===== src/design/assert_macros.svh =====
// Assertion macros shared by the RTL files.
// Simulation gets concurrent assertions; synthesis gets empty bodies.
`ifndef ASSERT_MACROS_SVH
`define ASSERT_MACROS_SVH
`ifndef SYNTHESIS
`define ASSERT_IMPLIES(label, clk, rst_n, ante, cons) \
    label: assert property (@(posedge clk) disable iff (!rst_n) (ante) |-> (cons)) \
        else $error("assertion failed");
`define ASSERT_NEXT(label, clk, rst_n, ante, cons) \
    label: assert property (@(posedge clk) disable iff (!rst_n) (ante) |=> (cons)) \
        else $error("assertion failed");
`else
`define ASSERT_IMPLIES(label, clk, rst_n, ante, cons)
`define ASSERT_NEXT(label, clk, rst_n, ante, cons)
`endif
`endif


===== src/design/bhtp_pkg.sv =====
// Package for the branch history table predictor.
// Constants, codes and controller/datapath interface structs; no dependencies.
package bhtp_pkg;

    localparam int LOG_TABLE_SIZE_DEF = 15;

    localparam int        CTR_W     = 2;
    localparam logic [1:0] CTR_RESET = 2'd2;
    localparam logic [1:0] CTR_MAX   = 2'd3;
    localparam logic [1:0] CTR_MIN   = 2'd0;

    localparam int         MODE_W      = 2;
    localparam logic [1:0] MODE_LOCAL  = 2'd0;
    localparam logic [1:0] MODE_GLOBAL = 2'd1;
    localparam logic [1:0] MODE_GSHARE = 2'd2;

    localparam logic CMD_PREDICT = 1'b0;
    localparam logic CMD_UPDATE  = 1'b1;

    // controller -> datapath
    typedef struct packed {
        logic clr_en;  // write reset value at clear address, advance it
        logic load;    // capture an accepted input transaction
        logic rd_en;   // read counter table at captured index
        logic eval;    // finish the item: write back or load result
    } t_dp_cmd;

    // datapath -> controller
    typedef struct packed {
        logic clr_last;   // clear address is at the last entry
        logic is_update;  // captured item is an update
        logic out_free;   // result register can take a new result
    } t_dp_sts;

endpackage


===== src/design/bhtp_ctrl.sv =====
// Controller state machine for the branch history table predictor.
// Depends on bhtp_pkg.
module bhtp_ctrl (
    input  logic              i_clk,
    input  logic              i_rst_n,
    input  logic              i_in_valid,
    output logic              o_in_stall,
    input  bhtp_pkg::t_dp_sts i_sts,
    output bhtp_pkg::t_dp_cmd o_cmd
);
    import bhtp_pkg::*;

    localparam logic [1:0] S_CLEAR = 2'd0;
    localparam logic [1:0] S_IDLE  = 2'd1;
    localparam logic [1:0] S_READ  = 2'd2;
    localparam logic [1:0] S_EVAL  = 2'd3;

    logic [1:0] r_state;
    logic [1:0] n_state;
    logic       eval_ok;

    assign eval_ok = i_sts.is_update || i_sts.out_free;

    always_comb begin
        n_state      = r_state;
        o_cmd        = '0;
        o_in_stall   = 1'b1;
        case (r_state)
            S_CLEAR: begin
                o_cmd.clr_en = 1'b1;
                if (i_sts.clr_last) begin
                    n_state = S_IDLE;
                end
            end
            S_IDLE: begin
                o_in_stall = 1'b0;
                if (i_in_valid) begin
                    o_cmd.load = 1'b1;
                    n_state    = S_READ;
                end
            end
            S_READ: begin
                o_cmd.rd_en = 1'b1;
                n_state     = S_EVAL;
            end
            S_EVAL: begin
                if (eval_ok) begin
                    o_cmd.eval = 1'b1;
                    n_state    = S_IDLE;
                end
            end
            default: begin
                n_state = S_CLEAR;
            end
        endcase
    end

    always_ff @(posedge i_clk) begin
        if (!i_rst_n) begin
            r_state <= S_CLEAR;
        end else begin
            r_state <= n_state;
        end
    end

endmodule


===== config.mk =====
export PLATFORM = sky130hd
export DESIGN_NAME = bhtp_ctrl
export DESIGN_NICKNAME = d
export VERILOG_FILES = /design/src/design/assert_macros.svh /design/src/design/bhtp_pkg.sv /design/src/design/bhtp_ctrl.sv
export SDC_FILE = /design/constraint.sdc
export NUM_CORES = 1
export LEC_CHECK = 0
export ABC_AREA = 1
export ABC_CLOCK_PERIOD_IN_PS = 2990
export BUFFER_PORTS_ARGS = -buffer_cell sky130_fd_sc_hd__buf_4
export CAP_MARGIN = 20
export CORE_AREA = 2 2 39 41
export CTS_CLUSTER_DIAMETER = 120
export DETAILED_ROUTE_END_ITERATION = 8
export DIE_AREA = 0 0 41 43
export HOLD_SLACK_MARGIN = 0.1
export PLACE_DENSITY = 0.34
export RECOVER_POWER = 100
export SETUP_SLACK_MARGIN = 0.15
export SYNTH_ARGS = -nofsm -noshare
export SYNTH_HDL_FRONTEND = slang
export SYNTH_SLANG_ARGS = --single-unit

===== constraint.sdc =====
create_clock -name i_clk -period 2.99 [get_ports i_clk]
set_input_delay 0.4485 -clock i_clk [delete_from_list [all_inputs] [get_ports i_clk]]
set_output_delay 0.4485 -clock i_clk [all_outputs]
set_load 0.02 [all_outputs]

======== Yosys cells after proc, flatten, opt, wreduce, memory -nomap -nowiden ========
Cells that the tools add are included.
storage, ports and cells
  bits in registers ....................... 2
  input port bits ......................... 6
  output and inout port bits .............. 5
cells by class
  equal/unequal tests ..................... 6
  mux-type cells .......................... 11
  reductions and logical operators ........ 3
operator list
  kind                                            number
  case mux 2 bit (4 select lines)                 1
  2-to-1 mux 1 bit                                7
  2-to-1 mux 2 bit                                3
  != test 2 bit (second input constant)           3
  == test 2 bit (second input constant)           2
  AND reduction 3 bit                             1
  == test 2 x 1 -> 1 bit (second input constant)  1
  zero test 2 bit                                 1
  logical OR 1 bit                                1

======== Logic depth before layout (Yosys ltp) ========
  word-level depth ........................ 3
  mapped depth ............................ 7

======== Least setup slack after synthesis ========
OpenSTA, ideal clock, no wires.
  kind .................................... reg-to-output
  start ................................... register r_state[0]
  end ..................................... output o_cmd[0] (netlist bit)
  data arrival time ....................... 0.844 ns
  data required time ...................... 2.542 ns
  setup slack ............................. 1.697 ns
  stages on the path, launching flop included .. 4
  path buffers ............................ 0
  cell sequence ........................... dfxtp_1 > ha_1 > inv_1 > nor2_1
RTL lines
  what                    RTL line         text
  from (decl)             bhtp_ctrl.sv:18  logic [1:0] r_state;
  from (signal assigned)  bhtp_ctrl.sv:62  r_state <= n_state;
  to (decl)               bhtp_ctrl.sv:9   output bhtp_pkg::t_dp_cmd o_cmd

==> impl_metrics.yaml <==
power_and_ir_drop:
  power_uw: 204
  ir_worst_vdd_mv: 0.222
  power.leakage_nw: 0.164
  p_per_area_mw_per_mm2: 695
sta:
  clock_skew_ns: 0.000509
  finalHoldViolations: 0
  slew_headroom_pct: 83.3
  rsz0062_at_grt: "no"
  finalSetupViolCount: 0
  worst_pin_slew_ns: 0.251
  fin_tns_setup_ns: 0
  post-route-min-period_ns: 1.62
  drv_slew: 0
  fmaxAchievable_ghz: 0.617
  fin_crit_sh_pct: 54.2
setup_path:
  crit_end: "o_cmd[2]"
  rr_worst_depth: 7
  path_buf_inv: 3
  cp_common_cell: "inv_1"
  worstPathRequired_ns: 2.54
  ff2ff_setup_slack_ns: 1.80
  cp-startpoint: "r_state[1]$_SDFFE_PN0P_"
  r2r-end: "r_state[0]$_SDFFE_PN0P_"
  worstPathArrival_ns: 1.17
  max_stage_delay_ns: 0.32
  startpoint_type: "flip-flop"
  worstSetupPathType: "flip-flop to output pin"
  r2r_start: "r_state[0]$_SDFFE_PN0P_"
  cpLargestDelayFamily: "buffers and inverters"
  path_depth: 5
  path_cells: "inv_1, ha_1, nand2_1, inv_1, clkbuf_1"
  end_kind: "output pin"
  crit_fanout: 4
  cpMaxStageDelayCell: "dfxtp_1"
global_route:
  antenna_found_initial: 0
  grt_pass1_vias: 182
  gr-total-overflow: 0
  grt_usage_pct: 6.01
  grt_pass1_wl_um: 627
  grt_max_degree: 5
final_layout:
  top_register: "r_state"
  final_cell_mix: "8 x inv_1, 7 x nor2_1, 5 x nand2_1, 5 x buf_4, 5 x clkbuf_1"
  drive_above_1_share_pct: 22.7
  area_growth_pct: 47.2
  reg.largest.list: "r_state (2)"
  final_common_cell: "inv_1"
  fill_cells: 165
  final_net_count: 56
  largest_reg_flops: 2
  diodes: 0
clock_tree:
  ctsHoldBuffers: 0
  clock-root-buffer: "clkbuf_4"
  cts_buffers: 3
  cts.sinks: 2
  cts.clk_slew.worst_paths_ns: 0.03
  ctsResizeCount: 0
  post-cts-setup-buffer-count: 0
  cts-htree-levels: 1
  tritoncts: "done"
  worstSkewPairLatency_ns: 0.22
  clock_path_buffers: 2
synthesis:
  avgSynthCellArea_um2: 6.42
  synth_area_um2: 199
  ys_warn_count: 0
  synth_nets: 41
  synth-seq-cells: 2
  ys_seq_area_share_pct: 20.1
  synth_cell_types: 9
  synthCells: 31
min_path:
  min_path_type: "input port to flip-flop"
  hold_start: "i_rst_n"
die:
  core-area_mm2: 0.00138
  die_h_um: 43
  die_area_mm2: 0.00176
  rows: 14
  initial_core_util_pct: 14.4
  io-pin-count: 11
  die_w_um: 41
routing:
  drt_iter0_markers: 2
  wl_per_cell_um: 7.00
  drc: 0
  vias: 211
  viasPerCell: 3.52
  drtAntennaViolNets: 0
  dr.pass1.iters: 2
  wl_um: 420
outcome:
  status: "completed"
run:
  maxCapViolCount: 0
place:
  port_buffers: 10
  place_congestion: 0.580
  hpwl_um: 350
## per-layer routing
metal	vias up	track usage [%]	part of all wire [%]
met5	-	0	0
met4	0	10.0	0
met3	0	1.57	11
met2	8	7.50	48
met1	88	5.75	40
li1	115	-	-
## worst register-to-register path: cells and delay by family, from the launching register on
family	cells	cell delay [ns]
buffers and inverters	1	0.08
AND/OR/NAND/NOR	5	0.46
flip-flops	1	0.37
adder cells (fa/ha/maj)	1	0.21
## synthesized netlist by cell type, drive strengths merged
cell / number / area [um2]
ha: 4 / 50.1
nor2: 7 / 28.8
inv: 8 / 30.0
clkinv: 1 / 3.75
nand4: 2 / 12.5
dfxtp: 2 / 40.0
nand2: 7 / 33.8
## cell families (layout without fill, tap and decap cells)
kind of cell               count (synthesis)  in the layout  share of synthesized area [%]
adders and majority gates                  4              4                           25.2
buffers and inverters                      9             22                           17.0
DFF                                        2              2                           20.1
and+or+nand+nor                           16             16                           37.7
## power by group
group          total [mW]  internal [mW]  switching, mW
Clock              0.0592         0.0442         0.0150
Combinational       0.101         0.0360         0.0649
Sequential         0.0433         0.0352        0.00818
Total               0.204          0.115         0.0881
## stage by stage
stage          setup WS, ns  area, um2  hold slack [ns]  utilization (%)  instances
3_5_place_dp           1.63        294            0.524             21.2         57
2_1_floorplan          1.70        199            0.497                -         31
3_3_place_gp           1.64        294            0.526             21.2         57
4_1_cts                1.39        317            0.466             22.9         60
5_1_grt                1.25        293            0.489             21.2         60
6_report               1.37        293            0.470             21.2         60
## final cells by class
class                   instances  area (um2)  area share, %
multi-input cells              20         120           41.0
clock buffers                   3        22.5           7.69
flip-flops and latches          2        40.0           13.7
repair buffers                 10        56.3           19.2
well taps                      16        20.0           6.84
inverters                       9        33.8           11.5
## worst min-delay path by stage
stage,endpoint,slack [ns],cells after the start
after floorplan,r_state[1]$_SDFFE_PN0P_,0.50,2
after global placement,r_state[1]$_SDFFE_PN0P_,0.53,2
after detailed placement,r_state[1]$_SDFFE_PN0P_,0.52,2
after CTS,r_state[1]$_SDFFE_PN0P_,0.47,3
after global routing,r_state[0]$_SDFFE_PN0P_,0.49,3
final,r_state[1]$_SDFFE_PN0P_,0.47,3
Power figures use the tool's default switching activity.
